### config.mk
export PLATFORM = sky130hd
export DESIGN_NAME = sorted_priority_queue_unit_flat
export DESIGN_NICKNAME = d
export VERILOG_FILES = /design/src/sv/spq_pkg.sv /design/src/sv/spq_in_if.sv /design/src/sv/spq_out_if.sv /design/src/sv/spq_ram.sv /design/src/sv/spq_seq.sv /design/src/sv/sorted_priority_queue_unit.sv /design/src/flat_wrapper.sv
export SDC_FILE = /design/constraint.sdc
export NUM_CORES = 1
export LEC_CHECK = 0
export ABC_AREA = 1
export BUFFER_PORTS_ARGS = -buffer_cell sky130_fd_sc_hd__buf_2
export CORE_AREA = 2 2 359 361
export DETAILED_ROUTE_END_ITERATION = 10
export DIE_AREA = 0 0 361 363
export HOLD_SLACK_MARGIN = 0.12
export PLACE_DENSITY_LB_ADDON = 0.1
export SYNTH_ARGS = -nofsm -noshare
export SYNTH_HDL_FRONTEND = slang
export SYNTH_SLANG_ARGS = --single-unit
### constraint.sdc
create_clock -name i_clk -period 4.6 [get_ports i_clk]
set_input_delay 0.92 -clock i_clk [delete_from_list [all_inputs] [get_ports i_clk]]
set_output_delay 0.92 -clock i_clk [all_outputs]
set_load 0.02 [all_outputs]
### src/sv/spq_pkg.sv
// shared types, constants and helpers of the sorted priority queue
// no dependencies
`timescale 1ns / 1ps
`default_nettype none

package spq_pkg;

    localparam int DEPTH  = 16;
    localparam int ADDR_W = (DEPTH > 1) ? $clog2(DEPTH) : 1;
    localparam int CNT_W  = $clog2(DEPTH + 1);
    localparam int POS_W  = 5;
    localparam int KIND_W = 2;
    localparam int STAT_W = 2;

    localparam logic [KIND_W-1:0] KIND_INSERT = 2'd0;
    localparam logic [KIND_W-1:0] KIND_POP    = 2'd1;
    localparam logic [KIND_W-1:0] KIND_LIST   = 2'd2;

    localparam logic [STAT_W-1:0] STATUS_OK    = 2'd0;
    localparam logic [STAT_W-1:0] STATUS_FULL  = 2'd1;
    localparam logic [STAT_W-1:0] STATUS_EMPTY = 2'd2;

    typedef struct packed {
        logic [7:0]  key;
        logic [31:0] contact;
        logic [15:0] tag;
    } t_entry;

    localparam int ENTRY_W = $bits(t_entry);

    typedef struct packed {
        logic [STAT_W-1:0] status;
        logic [POS_W-1:0]  position;
        t_entry            data;
        logic              last;
    } t_result;

    typedef struct packed {
        logic    valid;
        t_result res;
    } t_push;

    // keeps the low bits of a rank
    function automatic logic [POS_W-1:0] to_pos(input logic [CNT_W-1:0] rank);
        logic [CNT_W+POS_W-1:0] w;
        w = {{POS_W{1'b0}}, rank};
        return w[POS_W-1:0];
    endfunction

endpackage

`default_nettype wire

### src/sv/spq_in_if.sv
// request channel of the sorted priority queue
// depends on spq_pkg
`timescale 1ns / 1ps
`default_nettype none

interface spq_in_if;
    logic                      valid;
    logic                      ready;
    logic [spq_pkg::KIND_W-1:0] kind;
    logic [7:0]                key_age;
    logic [31:0]               contact;
    logic [15:0]               tag;

    modport source (output valid, output kind, output key_age, output contact,
                    output tag, input ready);
    modport sink   (input valid, input kind, input key_age, input contact,
                    input tag, output ready);
endinterface

`default_nettype wire

### src/sv/spq_out_if.sv
// result channel of the sorted priority queue
// depends on spq_pkg
`timescale 1ns / 1ps
`default_nettype none

interface spq_out_if;
    logic                       valid;
    logic                       ready;
    logic [spq_pkg::STAT_W-1:0] status;
    logic [spq_pkg::POS_W-1:0]  position;
    logic [7:0]                 out_age;
    logic [31:0]                out_contact;
    logic [15:0]                out_tag;
    logic                       last;

    modport source (output valid, output status, output position, output out_age,
                    output out_contact, output out_tag, output last, input ready);
    modport sink   (input valid, input status, input position, input out_age,
                    input out_contact, input out_tag, input last, output ready);
endinterface

`default_nettype wire

### src/sv/spq_ram.sv
// simple dual-port ram, one write and one registered read port
// no dependencies
`timescale 1ns / 1ps
`default_nettype none

module spq_ram #(
    parameter int WIDTH = 56,
    parameter int DEPTH = 16,
    localparam int AW = (DEPTH > 1) ? $clog2(DEPTH) : 1
) (
    input  logic             i_clk,
    input  logic             i_we,
    input  logic [AW-1:0]    i_waddr,
    input  logic [WIDTH-1:0] i_wdata,
    input  logic             i_re,
    input  logic [AW-1:0]    i_raddr,
    output logic [WIDTH-1:0] o_rdata
);

    logic [WIDTH-1:0] r_mem [DEPTH];
    logic [WIDTH-1:0] r_rdata;

    always_ff @(posedge i_clk) begin
        if (i_we) begin
            r_mem[i_waddr] <= i_wdata;
        end
    end

    always_ff @(posedge i_clk) begin
        if (i_re) begin
            r_rdata <= r_mem[i_raddr];
        end
    end

    assign o_rdata = r_rdata;

endmodule

`default_nettype wire

### src/sv/spq_seq.sv
// sequencer: walks the entry ram for insert, pop and list
// depends on spq_pkg and spq_ram
`timescale 1ns / 1ps
`default_nettype none

module spq_seq (
    input  logic                        i_clk,
    input  logic                        i_rst_n,
    input  logic                        i_accept,
    input  logic [spq_pkg::KIND_W-1:0]  i_kind,
    input  spq_pkg::t_entry             i_entry,
    input  logic                        i_out_free,
    output logic                        o_idle,
    output spq_pkg::t_push              o_push
);

    typedef enum logic [10:0] {
        S_IDLE     = 11'b00000000001,
        S_DISPATCH = 11'b00000000010,
        S_INS_RD   = 11'b00000000100,
        S_INS_WR   = 11'b00000001000,
        S_INS_HEAD = 11'b00000010000,
        S_POP_RD   = 11'b00000100000,
        S_POP_WR   = 11'b00001000000,
        S_LIST_RD  = 11'b00010000000,
        S_LIST_OUT = 11'b00100000000,
        S_RESULT   = 11'b01000000000,
        S_SPARE    = 11'b10000000000
    } t_state;

    t_state                        r_state, n_state;
    logic [spq_pkg::CNT_W-1:0]     r_count, n_count;
    logic [spq_pkg::ADDR_W-1:0]    r_idx, n_idx;
    logic [spq_pkg::STAT_W-1:0]    r_status, n_status;
    spq_pkg::t_entry               r_head, n_head;
    logic [spq_pkg::KIND_W-1:0]    r_kind;
    spq_pkg::t_entry               r_entry;

    logic                          w_we, w_re;
    logic [spq_pkg::ADDR_W-1:0]    w_waddr;
    spq_pkg::t_entry               w_wdata;
    logic [spq_pkg::ENTRY_W-1:0]   w_rdata_raw;
    spq_pkg::t_entry               w_rdata;
    logic [spq_pkg::ADDR_W-1:0]    w_idx_p1, w_idx_m1;
    logic [spq_pkg::CNT_W-1:0]     w_rank;
    logic                          w_at_tail;

    spq_ram #(
        .WIDTH (spq_pkg::ENTRY_W),
        .DEPTH (spq_pkg::DEPTH)
    ) u_ram (
        .i_clk   (i_clk),
        .i_we    (w_we),
        .i_waddr (w_waddr),
        .i_wdata (w_wdata),
        .i_re    (w_re),
        .i_raddr (r_idx),
        .o_rdata (w_rdata_raw)
    );

    assign w_rdata   = spq_pkg::t_entry'(w_rdata_raw);
    assign w_idx_p1  = spq_pkg::ADDR_W'(r_idx + 1'b1);
    assign w_idx_m1  = spq_pkg::ADDR_W'(r_idx - 1'b1);
    assign w_rank    = spq_pkg::CNT_W'(r_idx) + 1'b1;
    assign w_at_tail = (w_rank == r_count);
    assign o_idle    = (r_state == S_IDLE);

    always_comb begin
        n_state  = r_state;
        n_count  = r_count;
        n_idx    = r_idx;
        n_status = r_status;
        n_head   = r_head;
        w_we     = 1'b0;
        w_re     = 1'b0;
        w_waddr  = w_idx_p1;
        w_wdata  = r_entry;
        o_push   = '0;
        case (r_state)
            S_IDLE: begin
                if (i_accept) begin
                    n_state = S_DISPATCH;
                end
            end
            S_DISPATCH: begin
                n_head   = '0;
                n_status = spq_pkg::STATUS_OK;
                n_idx    = '0;
                case (r_kind)
                    spq_pkg::KIND_INSERT: begin
                        if (r_count == spq_pkg::CNT_W'(spq_pkg::DEPTH)) begin
                            n_status = spq_pkg::STATUS_FULL;
                            n_state  = S_RESULT;
                        end else if (r_count == '0) begin
                            w_we    = 1'b1;
                            w_waddr = '0;
                            n_count = r_count + 1'b1;
                            n_state = S_RESULT;
                        end else begin
                            n_idx   = spq_pkg::ADDR_W'(r_count - 1'b1);
                            n_state = S_INS_RD;
                        end
                    end
                    spq_pkg::KIND_POP: begin
                        if (r_count == '0) begin
                            n_status = spq_pkg::STATUS_EMPTY;
                            n_state  = S_RESULT;
                        end else begin
                            n_state = S_POP_RD;
                        end
                    end
                    spq_pkg::KIND_LIST: begin
                        if (r_count == '0) begin
                            n_status = spq_pkg::STATUS_EMPTY;
                            n_state  = S_RESULT;
                        end else begin
                            n_state = S_LIST_RD;
                        end
                    end
                    default: begin
                        n_state = S_IDLE;
                    end
                endcase
            end
            S_INS_RD: begin
                w_re    = 1'b1;
                n_state = S_INS_WR;
            end
            S_INS_WR: begin
                w_we = 1'b1;
                if (w_rdata.key > r_entry.key) begin
                    n_count = r_count + 1'b1;
                    n_state = S_RESULT;
                end else begin
                    w_wdata = w_rdata;
                    if (r_idx == '0) begin
                        n_state = S_INS_HEAD;
                    end else begin
                        n_idx   = w_idx_m1;
                        n_state = S_INS_RD;
                    end
                end
            end
            S_INS_HEAD: begin
                w_we    = 1'b1;
                w_waddr = '0;
                n_count = r_count + 1'b1;
                n_state = S_RESULT;
            end
            S_POP_RD: begin
                w_re    = 1'b1;
                n_state = S_POP_WR;
            end
            S_POP_WR: begin
                // shift each later entry down by one
                w_waddr = w_idx_m1;
                w_wdata = w_rdata;
                if (r_idx == '0) begin
                    n_head = w_rdata;
                end else begin
                    w_we = 1'b1;
                end
                if (w_at_tail) begin
                    n_count = r_count - 1'b1;
                    n_state = S_RESULT;
                end else begin
                    n_idx   = w_idx_p1;
                    n_state = S_POP_RD;
                end
            end
            S_LIST_RD: begin
                w_re    = 1'b1;
                n_state = S_LIST_OUT;
            end
            S_LIST_OUT: begin
                if (i_out_free) begin
                    o_push.valid        = 1'b1;
                    o_push.res.status   = spq_pkg::STATUS_OK;
                    o_push.res.position = spq_pkg::to_pos(w_rank);
                    o_push.res.data     = w_rdata;
                    o_push.res.last     = w_at_tail;
                    if (w_at_tail) begin
                        n_state = S_IDLE;
                    end else begin
                        n_idx   = w_idx_p1;
                        n_state = S_LIST_RD;
                    end
                end
            end
            S_RESULT: begin
                if (i_out_free) begin
                    o_push.valid      = 1'b1;
                    o_push.res.status = r_status;
                    o_push.res.data   = r_head;
                    o_push.res.last   = 1'b1;
                    n_state           = S_IDLE;
                end
            end
            default: begin
                n_state = S_IDLE;
            end
        endcase
    end

    always_ff @(posedge i_clk) begin
        if (!i_rst_n) begin
            r_state <= S_IDLE;
            r_count <= '0;
        end else begin
            r_state <= n_state;
            r_count <= n_count;
        end
    end

    always_ff @(posedge i_clk) begin
        r_idx    <= n_idx;
        r_status <= n_status;
        r_head   <= n_head;
        if (i_accept && o_idle) begin
            r_kind  <= i_kind;
            r_entry <= i_entry;
        end
    end

endmodule

`default_nettype wire

### src/sv/sorted_priority_queue_unit.sv
// sorted priority queue: one request in flight, entries in a 16-deep ram
// insert shifts each lower-or-equal entry toward the tail; insert into a full or empty queue needs no walk
// pop takes the head and shifts every later entry down; list reads each entry in order; empty gives empty
// output stalls hold the list walk and the result; requests are taken only when idle, throughput set by the ram walk
// synchronous active-low reset empties the queue and clears the output valid flag;
// ram contents are not cleared, only the first occupancy entries are ever read
`timescale 1ns / 1ps
`default_nettype none

module sorted_priority_queue_unit (
    input  logic      i_clk,
    input  logic      i_rst_n,
    spq_in_if.sink    i_req,
    spq_out_if.source o_rsp
);

    logic             w_idle;
    logic             w_accept;
    logic             w_out_free;
    spq_pkg::t_entry  w_entry;
    spq_pkg::t_push   w_push;
    logic             r_out_valid, n_out_valid;
    spq_pkg::t_result r_out_res;

    assign w_entry.key     = i_req.key_age;
    assign w_entry.contact = i_req.contact;
    assign w_entry.tag     = i_req.tag;
    assign i_req.ready     = w_idle;
    assign w_accept        = i_req.valid & w_idle;

    spq_seq u_seq (
        .i_clk      (i_clk),
        .i_rst_n    (i_rst_n),
        .i_accept   (w_accept),
        .i_kind     (i_req.kind),
        .i_entry    (w_entry),
        .i_out_free (w_out_free),
        .o_idle     (w_idle),
        .o_push     (w_push)
    );

    // output word register
    assign w_out_free  = ~r_out_valid | o_rsp.ready;
    assign n_out_valid = w_push.valid | (r_out_valid & ~o_rsp.ready);

    always_ff @(posedge i_clk) begin
        if (!i_rst_n) begin
            r_out_valid <= 1'b0;
        end else begin
            r_out_valid <= n_out_valid;
        end
    end

    always_ff @(posedge i_clk) begin
        if (w_push.valid) begin
            r_out_res <= w_push.res;
        end
    end

    assign o_rsp.valid       = r_out_valid;
    assign o_rsp.status      = r_out_res.status;
    assign o_rsp.position    = r_out_res.position;
    assign o_rsp.out_age     = r_out_res.data.key;
    assign o_rsp.out_contact = r_out_res.data.contact;
    assign o_rsp.out_tag     = r_out_res.data.tag;
    assign o_rsp.last        = r_out_res.last;

endmodule

`default_nettype wire

### src/flat_wrapper.sv
// flat-port wrapper written by rule: the top's interface ports become plain ports
module sorted_priority_queue_unit_flat 
  (i_clk, i_rst_n, i_req_valid, i_req_kind, i_req_key_age, i_req_contact, i_req_tag, i_req_ready, o_rsp_valid, o_rsp_status, o_rsp_position, o_rsp_out_age, o_rsp_out_contact, o_rsp_out_tag, o_rsp_last, o_rsp_ready);
  spq_in_if i_req_i ();
  spq_out_if o_rsp_i ();
  input  logic i_clk;
  input  logic i_rst_n;
  input wire logic [$bits(i_req_i.valid)-1:0] i_req_valid;
  input wire logic [$bits(i_req_i.kind)-1:0] i_req_kind;
  input wire logic [$bits(i_req_i.key_age)-1:0] i_req_key_age;
  input wire logic [$bits(i_req_i.contact)-1:0] i_req_contact;
  input wire logic [$bits(i_req_i.tag)-1:0] i_req_tag;
  output wire logic [$bits(i_req_i.ready)-1:0] i_req_ready;
  output wire logic [$bits(o_rsp_i.valid)-1:0] o_rsp_valid;
  output wire logic [$bits(o_rsp_i.status)-1:0] o_rsp_status;
  output wire logic [$bits(o_rsp_i.position)-1:0] o_rsp_position;
  output wire logic [$bits(o_rsp_i.out_age)-1:0] o_rsp_out_age;
  output wire logic [$bits(o_rsp_i.out_contact)-1:0] o_rsp_out_contact;
  output wire logic [$bits(o_rsp_i.out_tag)-1:0] o_rsp_out_tag;
  output wire logic [$bits(o_rsp_i.last)-1:0] o_rsp_last;
  input wire logic [$bits(o_rsp_i.ready)-1:0] o_rsp_ready;
  assign i_req_i.valid = i_req_valid;
  assign i_req_i.kind = i_req_kind;
  assign i_req_i.key_age = i_req_key_age;
  assign i_req_i.contact = i_req_contact;
  assign i_req_i.tag = i_req_tag;
  assign i_req_ready = i_req_i.ready;
  assign o_rsp_valid = o_rsp_i.valid;
  assign o_rsp_status = o_rsp_i.status;
  assign o_rsp_position = o_rsp_i.position;
  assign o_rsp_out_age = o_rsp_i.out_age;
  assign o_rsp_out_contact = o_rsp_i.out_contact;
  assign o_rsp_out_tag = o_rsp_i.out_tag;
  assign o_rsp_last = o_rsp_i.last;
  assign o_rsp_i.ready = o_rsp_ready;
  sorted_priority_queue_unit u_core (.i_clk(i_clk), .i_rst_n(i_rst_n), .i_req(i_req_i), .o_rsp(o_rsp_i));
endmodule
==> results_dict.tcl, run 1 <==
set metrics [dict create \
    grt_pass1_vias 28664 \
    path_max_fanout 203 \
    max_slew.worst_pin.slew_ps 1260 \
    ys_warn_count 0 \
    p_switching_mw 4.67 \
    cp.required_ps 5200 \
    end_kind "flop" \
    drv_cap 0 \
    yosysSeqAreaShare 0.759 \
    critPathLaunchType "flop" \
    clkPwrFrac 0.447 \
    firstDrtPassIters 5 \
    dp_slack_ps 1050 \
    switching_share 0.211 \
    worstSetupPathType "flop to flop" \
    area_growth_pct 15.1 \
    slew_headroom 0.157 \
    fin_skew_ps 27.4 \
    setup_tns_ps 0 \
    final_common_cell "edfxtp_1" \
    arrival_ps 4130 \
    drive_gt1_frac 0.130 \
    top_layer_used "met4" \
    final_net_count 3585 \
    layout_common_cells "edfxtp_1, nor2_1, o21ai_0" \
    vias_per_cell 5.43 \
    async_reset_ff_frac 0 \
    postCtsResizedCells 0 \
    ys.flop_type "edfxtp_1" \
    period_share 0.767 \
    min_path_type "input pin to flop" \
    timing.final.hold_violations 0 \
    numPortBuffers 127 \
    start_util 0.357 \
    synthCells 3394 \
    final-setup-viol-count 0 \
    yosys.area.top_type "edfxtp_1" \
    die_w_microns 361 \
    postCtsSetupRepairBufs 0 \
    total_power_mw 22.2 \
    gp_congestion 0.809 \
    grt_first_pass_wirelength_mm 198 \
    hpwl_mm 69.8 \
    synth_area_sq_um 45400 \
    max_freq_mhz 284 \
    vias 28589 \
    antenna_found_initial 2 \
    rsz0062_at_grt "false" \
    syn_avg_cell_area_sq_um 13.4 \
    clock-sinks 1152 \
    power_density_nw_per_um2 425 \
    synthTopCellsByArea "edfxtp_1, o21ai_0, nor2_1" \
    fin_crit_ps 3530 \
    yosysTopAreaCellShare 0.752 \
    leakage_nw 17.1 \
    status "finished, final reports clean" \
    io_pins 128 \
    drcViolationCount 0 \
    grt_use_total 0.205 \
    hold_slack_ps 351 \
    die_y_microns 363 \
    drv_slew 0 \
    dieArea_sq_um 131000 \
    postRouteAntennaNets 0 \
    cts_hold_buf 0 \
    wl_met3_mm 7.96 \
    rows 131 \
    cts_buffer_depth 3 \
    core_area_sq_um 127000 \
    wl_met1_mm 61.3 \
    p_int_mw 17.5 \
    combPwrFrac 0.026 \
    ir_drop_mv 0.243 \
    grt_start_max_net_pins 204 \
    htree_levels 4 \
    met2WireLength_mm 63.7 \
    syn_nets 3473 \
    synth-seq-cells 1152 \
    cts_buffers 130 \
    clk-insertion-delay-late_ps 750 \
    tritoncts "done" \
    p_seq_frac 0.527 \
    first_iter_violations 2813 \
    drt-total-wl_mm 135 \
    ys_types 46 \
    overflow 0 \
    route.detailed.wl_per_inst_microns 25.7 \
    synth_edf_count 1136 \
    clock-root-buffer "clkbuf_16" \
    fin_ws_ps 1070 \
    clk_pin_slew_ps 60 \
]
[cell type report]
type | count | area, sq um
Inverter | 119 | 463
Antenna cell | 1 | 2.50
Clock inverter | 63 | 554
Timing Repair Buffer | 204 | 1490
Clock buffer | 162 | 3460
Fill cell | 11760 | 74800
Multi-Input combinational cell | 1899 | 9760
Tap cell | 1662 | 2080
Sequential cell | 1152 | 34400
[worst paths after layout]
check	start	end	slack, ps	cells after the start
max	u_core.u_seq.r_idx[0]	u_core.u_seq.u_ram.o_rdata[12]	1070	6
min	i_req_contact[3]	u_core.u_seq.r_entry[19]	350	1
max reg2reg	u_core.u_seq.r_idx[0]	u_core.u_seq.u_ram.o_rdata[12]	1070	6
min reg2reg	u_core.u_seq.r_head[54]	u_core.o_rsp.out_age[6]	520	2
[Yosys cell counts (9+ instances only)]
master    count
nor2_1      574
a21oi_1      65
clkbuf_1    155
o21ai_0     500
nand2_1     242
edfxtp_1   1136
buf_1        22
buf_2        36
o22ai_1     144
o21ai_1      17
o221ai_1     82
a31o_2       40
dfxtp_1      16
a31o_1        9
ha_1         17
o211ai_1     31
nand3_1     114
nand4_1      10
inv_1       108
[kinds of logic after synthesis]
group / after synthesis / share of synthesized area
AO/OA/AOI/OAI: 906 / 0.118
XOR/XNOR: 9 / 0.00174
adder cells (fa/ha/maj): 17 / 0.00469
buffers and inverters: 343 / 0.0307
flip-flops: 1152 / 0.759
AND/OR/NAND/NOR: 967 / 0.0863
[worst max-delay path, stage by stage, from the launching register on]
cell,delay [ps]
edfxtp_1,590
buf_12,620
buf_4,1000
o21ai_0,250
o221ai_1,360
nand3_1,120
nand3_1,90
[metrics by stage]
| step | utilization | cell area [sq um] | cells |
|---|---|---|---|
| after floorplan | - | 45400 | 3394 |
| after global placement | 0.380 | 48200 | 5036 |
| after detailed placement | 0.380 | 48200 | 5036 |
| after CTS | 0.411 | 52200 | 5261 |
| after global routing | 0.411 | 52200 | 5261 |
| final | 0.411 | 52200 | 5262 |
[registers in the layout, summed over array words and instances (netlist names)]
signal / count
u_core.u_seq.u_ram.r_mem: 896
u_core.u_seq.r_entry: 56
u_core.u_seq.r_head: 56
u_core.u_seq.u_ram.o_rdata: 56
u_core.o_rsp.out_contact: 32
u_core.o_rsp.out_tag: 16
u_core.u_seq.r_state: 10
u_core.o_rsp.out_age: 8
u_core.o_rsp.position: 5
u_core.u_seq.r_count: 5
u_core.u_seq.r_idx: 4
u_core.o_rsp.status: 2
u_core.u_seq.r_kind: 2
u_core.u_seq.r_status: 2
u_core.o_rsp.last: 1
u_core.o_rsp.valid: 1
[power by group through the flow]
stage	registers (mW)	clock network, mW	logic [mW]
final	11.7	9.91	0.584
after global routing	11.7	10.6	0.650
after CTS	11.7	10.1	0.592
after detailed placement	11.9	0	0.591
after global placement	11.9	0	0.570
after floorplan	11.9	0	0.341
[layer usage]
metal / track usage / vias up
met5: 0 / -
met4: 0.0465 / 0
met3: 0.0334 / 148
met2: 0.334 / 944
met1: 0.288 / 14649
li1: - / 12848
(Power assumes the default switching activity.)
==> run 2, diff against run 1 <==
--- a/config.mk
+++ b/config.mk
@@ -5,11 +5,11 @@
 export SDC_FILE = /design/constraint.sdc
 export NUM_CORES = 1
 export LEC_CHECK = 0
-export ABC_AREA = 1
+export ABC_AREA = 0
 export BUFFER_PORTS_ARGS = -buffer_cell sky130_fd_sc_hd__buf_2
-export CORE_AREA = 2 2 359 361
+export CORE_AREA = 2 2 356 358
 export DETAILED_ROUTE_END_ITERATION = 10
-export DIE_AREA = 0 0 361 363
+export DIE_AREA = 0 0 358 360
 export HOLD_SLACK_MARGIN = 0.12
 export PLACE_DENSITY_LB_ADDON = 0.1
 export SYNTH_ARGS = -nofsm -noshare
==> constraint.sdc (replaced) <==
create_clock -name i_clk -period 3.1 [get_ports i_clk]
set_input_delay 0.62 -clock i_clk [delete_from_list [all_inputs] [get_ports i_clk]]
set_output_delay 0.62 -clock i_clk [all_outputs]
set_load 0.02 [all_outputs]
==> results_dict.tcl, run 2 <==
set metrics [dict create \
    status "finished, final reports clean" \
    cp_slowest_cell "buf_4" \
    drt-total-wl_mm 112 \
    clkPwrFrac 0.451 \
    period_share 0.976 \
    min_path_type "input pin to flop" \
    drcViolationCount 0 \
    cp.buffers_inverters 3 \
    critPathLaunchType "flop" \
    yosysSeqAreaShare 0.770 \
    clk_pin_slew_ps 60 \
    ys_types 63 \
    htree_levels 4 \
    first_iter_violations 1931 \
    p_int_mw 26.6 \
    fin_area_sq_um 53900 \
    synth_common_cells "edfxtp_1, mux4_2, and2_1, a22o_1, clkbuf_1" \
    layout_common_cells "edfxtp_1, mux4_2, clkbuf_16" \
    multi_input_area_sq_um 9960 \
    antenna_found_initial 6 \
    grt_pass1_vias 22864 \
    cts_buffers 132 \
    cp-startpoint "u_core.u_seq.r_state[0]" \
    regToRegEndpoint "u_core.u_seq.u_ram.r_mem[4][1]" \
    area_growth_pct 20.6 \
    ir_drop_mv 0.451 \
    die_y_microns 360 \
    die_w_microns 358 \
    yosysTopAreaCellShare 0.763 \
    synth-seq-cells 1152 \
    max_freq_mhz 331 \
    synthCells 1987 \
    dp_cells 3785 \
    arrival_ps 3490 \
    io_pins 128 \
    max_flop_register "u_core.u_seq.u_ram.r_mem" \
    setup.worst_path.end "u_core.u_seq.u_ram.r_mem[4][1]" \
    numPortBuffers 127 \
    dpl_cell_area_sq_um 48800 \
    seq_area_sq_um 34400 \
    synth_top_family_by_area "multiplexers" \
    switching_share 0.207 \
    synthTopCellsByArea "edfxtp_1, mux4_2, mux2_4" \
    firstDrtPassIters 5 \
    slew_headroom 0.285 \
    instances_no_fill 4102 \
    clock-sinks 1152 \
    drive_gt1_frac 0.346 \
    end_kind "flop" \
    rsz0062_at_grt "true" \
    num-fill-cells 10779 \
    fin_crit_ps 3020 \
    postRouteAntennaNets 0 \
    worstSetupPathType "flop to flop" \
    cp.required_ps 3560 \
    ys_warn_count 0 \
    worstReg2RegStart "u_core.u_seq.r_state[0]" \
    synth.most_common_cell "edfxtp_1" \
    crit_cells 7 \
    syn_nets 2066 \
    path_delay_family "buffers and inverters" \
    max_slew.worst_pin.slew_ps 1070 \
    cts_buffer_depth 3 \
    num_antenna_cells 0 \
    grt_first_pass_wirelength_mm 163 \
    async_reset_ff_frac 0 \
    tritoncts "done" \
    final-setup-viol-count 0 \
    yosys.area.top_type "edfxtp_1" \
    path_max_fanout 43 \
    synth_area_sq_um 44700 \
    drv_slew 0 \
    p_seq_frac 0.518 \
    synth_edf_count 1136 \
    clock-root-buffer "clkbuf_16" \
    synthAdderAreaFrac 0.00476 \
    core_area_sq_um 125000 \
    largest_reg_flops 896 \
    p_switching_mw 6.95 \
    final_common_cell "edfxtp_1" \
    rows 130 \
    crit_top_cell "buf_4" \
    fin_skew_ps 28.5 \
    timing.final.hold_violations 0 \
    muxShareOfSynthArea 0.159 \
    grt_start_max_net_pins 97 \
    hold_slack_ps 202 \
    clk-insertion-delay-late_ps 760 \
    cp_cell_sequence "nor4_4 -> and4_4 -> buf_4 -> nor2_4 -> buf_4 -> clkbuf_16 -> mux2_4" \
    overflow 0 \
    slowest_delay_ps 530 \
    synth-simple-area-share 0.0275 \
    vias 21414 \
    synthXorXnorAreaFrac 0.00386 \
    route.detailed.wl_per_inst_microns 27.4 \
    combPwrFrac 0.031 \
    whs_path_depth 2 \
    start_util 0.358 \
    ys.flop_type "edfxtp_1" \
    final_net_count 2425 \
    grt_use_total 0.175 \
    gp_congestion 0.775 \
    drv_cap 0 \
    total_power_mw 33.6 \
    vias_per_cell 5.22 \
    hpwl_mm 63.6 \
    dieArea_sq_um 129000 \
    power_density_nw_per_um2 623 \
    syn_avg_cell_area_sq_um 22.5 \
    reg2reg_setup_slack_ps 80 \
    finish.utilization 0.432 \
    r2r_cells 7 \
    leakage_nw 17.3 \
    synth_compound_area_frac 0.0218 \
]
-- run 2: timing repair --
item / in CTS / in global routing
setup endpoints to repair: 71 / 881
hold buffers: 58 / 0
endpoints found under the hold margin: 58 / 0
resized for setup: 1 / 13
pin swaps: 1 / 3
cloned: 0 / 4
buffers inserted: 4 / 11
-- run 2: worst min-delay path by stage --
stage | endpoint | from
3_5_place_dp | u_core.o_rsp.status[0] | u_core.u_seq.r_status[0]
5_1_grt | u_core.u_seq.r_state[1] | i_req_valid
4_1_cts | u_core.u_seq.r_state[1] | i_req_valid
2_1_floorplan | u_core.o_rsp.out_age[0] | u_core.u_seq.r_head[48]
6_report | u_core.u_seq.r_state[1] | i_req_valid
3_3_place_gp | u_core.o_rsp.status[1] | u_core.u_seq.r_status[1]
-- run 2: cells by family after synthesis --
logic type | count (synthesis)
muxes | 339
and+or+nand+nor | 211
AOI/OAI and AO/OA | 123
adders and majority gates | 17
DFF | 1152
buffers and inverters | 127
xor gates and xnor gates | 18
-- run 2: per-stage QoR --
stage / worst slack (ps) / setup TNS [ps]
6_report: 75.4 / 0
5_1_grt: -14.7 / -53.2
4_1_cts: 11.2 / 0
3_5_place_dp: -40.0 / -430
3_3_place_gp: -28.0 / -354
2_1_floorplan: -1010 / -493290
-- run 2: final cells by class --
cell class / instances / area share
clock buffer: 157 / 0.0654
clock inverter: 83 / 0.0130
inverter: 20 / 0.00153
multi-input combinational: 708 / 0.185
sequential: 1152 / 0.639
tap: 1650 / 0.0383
timing repair buffer: 332 / 0.0582
-- run 2: per-layer routing --
metal  part of all wire  vias to the layer above  track usage  routed length [microns]
met5                  0                        -            0                        0
met2               0.48                      513        0.281                    54300
li1                   -                     9104            -                        -
met1               0.46                    11666        0.249                    51700
met4              0.017                        0       0.0449                     1880
met3              0.039                      131       0.0293                     4410
-- run 2: power by group through the flow --
stage / Combinational [mW] / Clock (mW) / Sequential (mW)
floorplan: 0.605 / 0 / 17.7
global placement: 0.973 / 0 / 17.7
detailed placement: 1.00 / 0 / 17.7
CTS: 1.06 / 15.6 / 17.4
global route: 1.14 / 16.2 / 17.4
finish: 1.04 / 15.1 / 17.4
==> run 3, diff against run 2 <==
--- a/config.mk
+++ b/config.mk
@@ -7,9 +7,11 @@
 export LEC_CHECK = 0
 export ABC_AREA = 0
 export BUFFER_PORTS_ARGS = -buffer_cell sky130_fd_sc_hd__buf_2
-export CORE_AREA = 2 2 356 358
+export CAP_MARGIN = 25
+export CORE_AREA = 10 10 364 366
+export CTS_CLUSTER_DIAMETER = 150
 export DETAILED_ROUTE_END_ITERATION = 10
-export DIE_AREA = 0 0 358 360
+export DIE_AREA = 0 0 374 376
 export HOLD_SLACK_MARGIN = 0.12
 export PLACE_DENSITY_LB_ADDON = 0.1
 export SYNTH_ARGS = -nofsm -noshare
==> results_dict.tcl, run 3 (same netlist as run 2, synthesis figures left out) <==
set metrics [dict create \
    reg2reg_setup_slack_ps 120 \
    finish.utilization 0.424 \
    cp-startpoint "u_core.u_seq.r_count[0]" \
    max_freq_mhz 336 \
    htree_levels 3 \
    leakage_nw 16.9 \
    postRouteAntennaNets 0 \
    die_w_microns 374 \
    drv_cap 0 \
    wl_met1_mm 50.8 \
    multi_input_area_sq_um 9930 \
    io_pins 128 \
    worstReg2RegStart "u_core.u_seq.r_count[0]" \
    combPwrFrac 0.032 \
    drv_slew 0 \
    layout_common_cells "edfxtp_1, mux4_2, buf_2" \
    num_antenna_cells 0 \
    numPortBuffers 127 \
    power_density_nw_per_um2 610 \
    arrival_ps 3400 \
    route.detailed.wl_per_inst_microns 27.5 \
    cp.required_ps 3520 \
    clock-root-buffer "clkbuf_16" \
    dpl_cell_area_sq_um 48600 \
    clk-insertion-delay-late_ps 720 \
    timing.final.hold_violations 0 \
    largest_reg_flops 896 \
    max_slew.worst_pin.slew_ps 983 \
    tritoncts "done" \
    critPathLaunchType "flop" \
    num-fill-cells 10760 \
    clk_pin_slew_ps 60 \
    cts_buffer_depth 3 \
    clkPwrFrac 0.430 \
    grt_start_max_net_pins 79 \
    start_util 0.357 \
    grt_use_total 0.157 \
    die_y_microns 376 \
    end_kind "flop" \
    ir_drop_mv 0.434 \
    total_power_mw 32.4 \
    wl_met3_mm 4.94 \
    r2r_cells 11 \
    switching_share 0.204 \
    grt_first_pass_wirelength_mm 163 \
    clock-sinks 1152 \
    slew_headroom 0.344 \
    dp_slack_ps -14.5 \
    drt-total-wl_mm 112 \
    p_seq_frac 0.538 \
    first_iter_violations 1757 \
    gp_congestion 0.763 \
    setup.worst_path.end "u_core.u_seq.u_ram.r_mem[9][30]" \
    period_share 0.960 \
    regToRegEndpoint "u_core.u_seq.u_ram.r_mem[9][30]" \
    dieArea_sq_um 141000 \
    status "finished, final reports clean" \
    area_growth_pct 18.8 \
    seq_area_sq_um 34400 \
    max_flop_register "u_core.u_seq.u_ram.r_mem" \
    drive_gt1_frac 0.328 \
    path_max_fanout 8 \
    final_common_cell "edfxtp_1" \
    antenna_found_initial 2 \
    p_int_mw 25.7 \
    fin_area_sq_um 53100 \
    min_path_type "input pin to flop" \
    fin_ws_ps 123 \
    drcViolationCount 0 \
    met2WireLength_mm 53.6 \
    vias 21168 \
    vias_per_cell 5.22 \
    cts_buffers 119 \
    fin_skew_ps 23.7 \
    final-setup-viol-count 0 \
    worstSetupPathType "flop to flop" \
    hpwl_mm 64.8 \
    overflow 0 \
    fin_crit_ps 2980 \
    final_net_count 2388 \
    firstDrtPassIters 4 \
    top_layer_used "met4" \
    grt_pass1_vias 22645 \
    p_switching_mw 6.60 \
    rows 130 \
    core_area_sq_um 125000 \
]
run 3: worst min path at each step:
stage / startpoint / end / slack [ps] / depth (start not counted)
3_3_place_gp: u_core.u_seq.r_head[0] / u_core.o_rsp.out_tag[0] / 520 / 1
5_1_grt: i_req_valid / u_core.u_seq.r_state[1] / 200 / 2
2_1_floorplan: u_core.u_seq.r_head[48] / u_core.o_rsp.out_age[0] / 500 / 2
4_1_cts: i_req_valid / u_core.u_seq.r_state[1] / 140 / 2
6_report: i_req_valid / u_core.u_seq.r_state[1] / 210 / 2
3_5_place_dp: u_core.u_seq.r_head[45] / u_core.o_rsp.out_contact[29] / 520 / 1
run 3: routing by layer:
layer / vias up / GRT usage
li1: 9022 / -
met1: 11483 / 0.218
met2: 514 / 0.253
met3: 149 / 0.0279
met4: 0 / 0.0432
met5: - / 0
run 3: final cells by class:
cell class | instances | area share
flip-flops and latches | 1152 | 0.649
clock buffers | 149 | 0.0590
inverters | 20 | 0.00156
clock inverters | 68 | 0.0116
multi-input cells | 708 | 0.187
repair buffers | 308 | 0.0531
well taps | 1650 | 0.0389
run 3: stage by stage:
| step | hold WS (ps) | TNS (ps) | instances |
|---|---|---|---|
| floorplan | 496 | -493290 | 1987 |
| global placement | 520 | 0 | 3771 |
| detailed placement | 521 | -88.9 | 3771 |
| CTS | 140 | 0 | 4046 |
| global route | 203 | -13.9 | 4055 |
| finish | 208 | 0 | 4055 |
run 3: critical path, stage by stage (launching register included):
cell,delay (ps)
dfxtp_1,350
inv_1,90
ha_1,220
nor4b_4,140
nand2_2,160
buf_4,140
nor2_1,30
or3_1,450
or2_4,330
nor4b_4,290
clkbuf_16,260
buf_4,200
run 3: power by group through the flow:
stage | combinational (mW) | clock [mW] | sequential [mW]
3_3_place_gp | 0.962 | 0 | 17.7
6_report | 1.03 | 13.9 | 17.4
5_1_grt | 1.13 | 14.9 | 17.4
3_5_place_dp | 0.990 | 0 | 17.7
2_1_floorplan | 0.605 | 0 | 17.7
4_1_cts | 1.05 | 14.3 | 17.4
run 3: what timing repair did:
item                                    4_1_cts  5_1_grt
hold buffers                                 58        0
buffers inserted                              0        7
cloned                                        0        2
endpoints found under the setup margin       44      450
gates resized for setup                       2        8
pin swaps                                     0        2
endpoints found under the hold margin        58        0
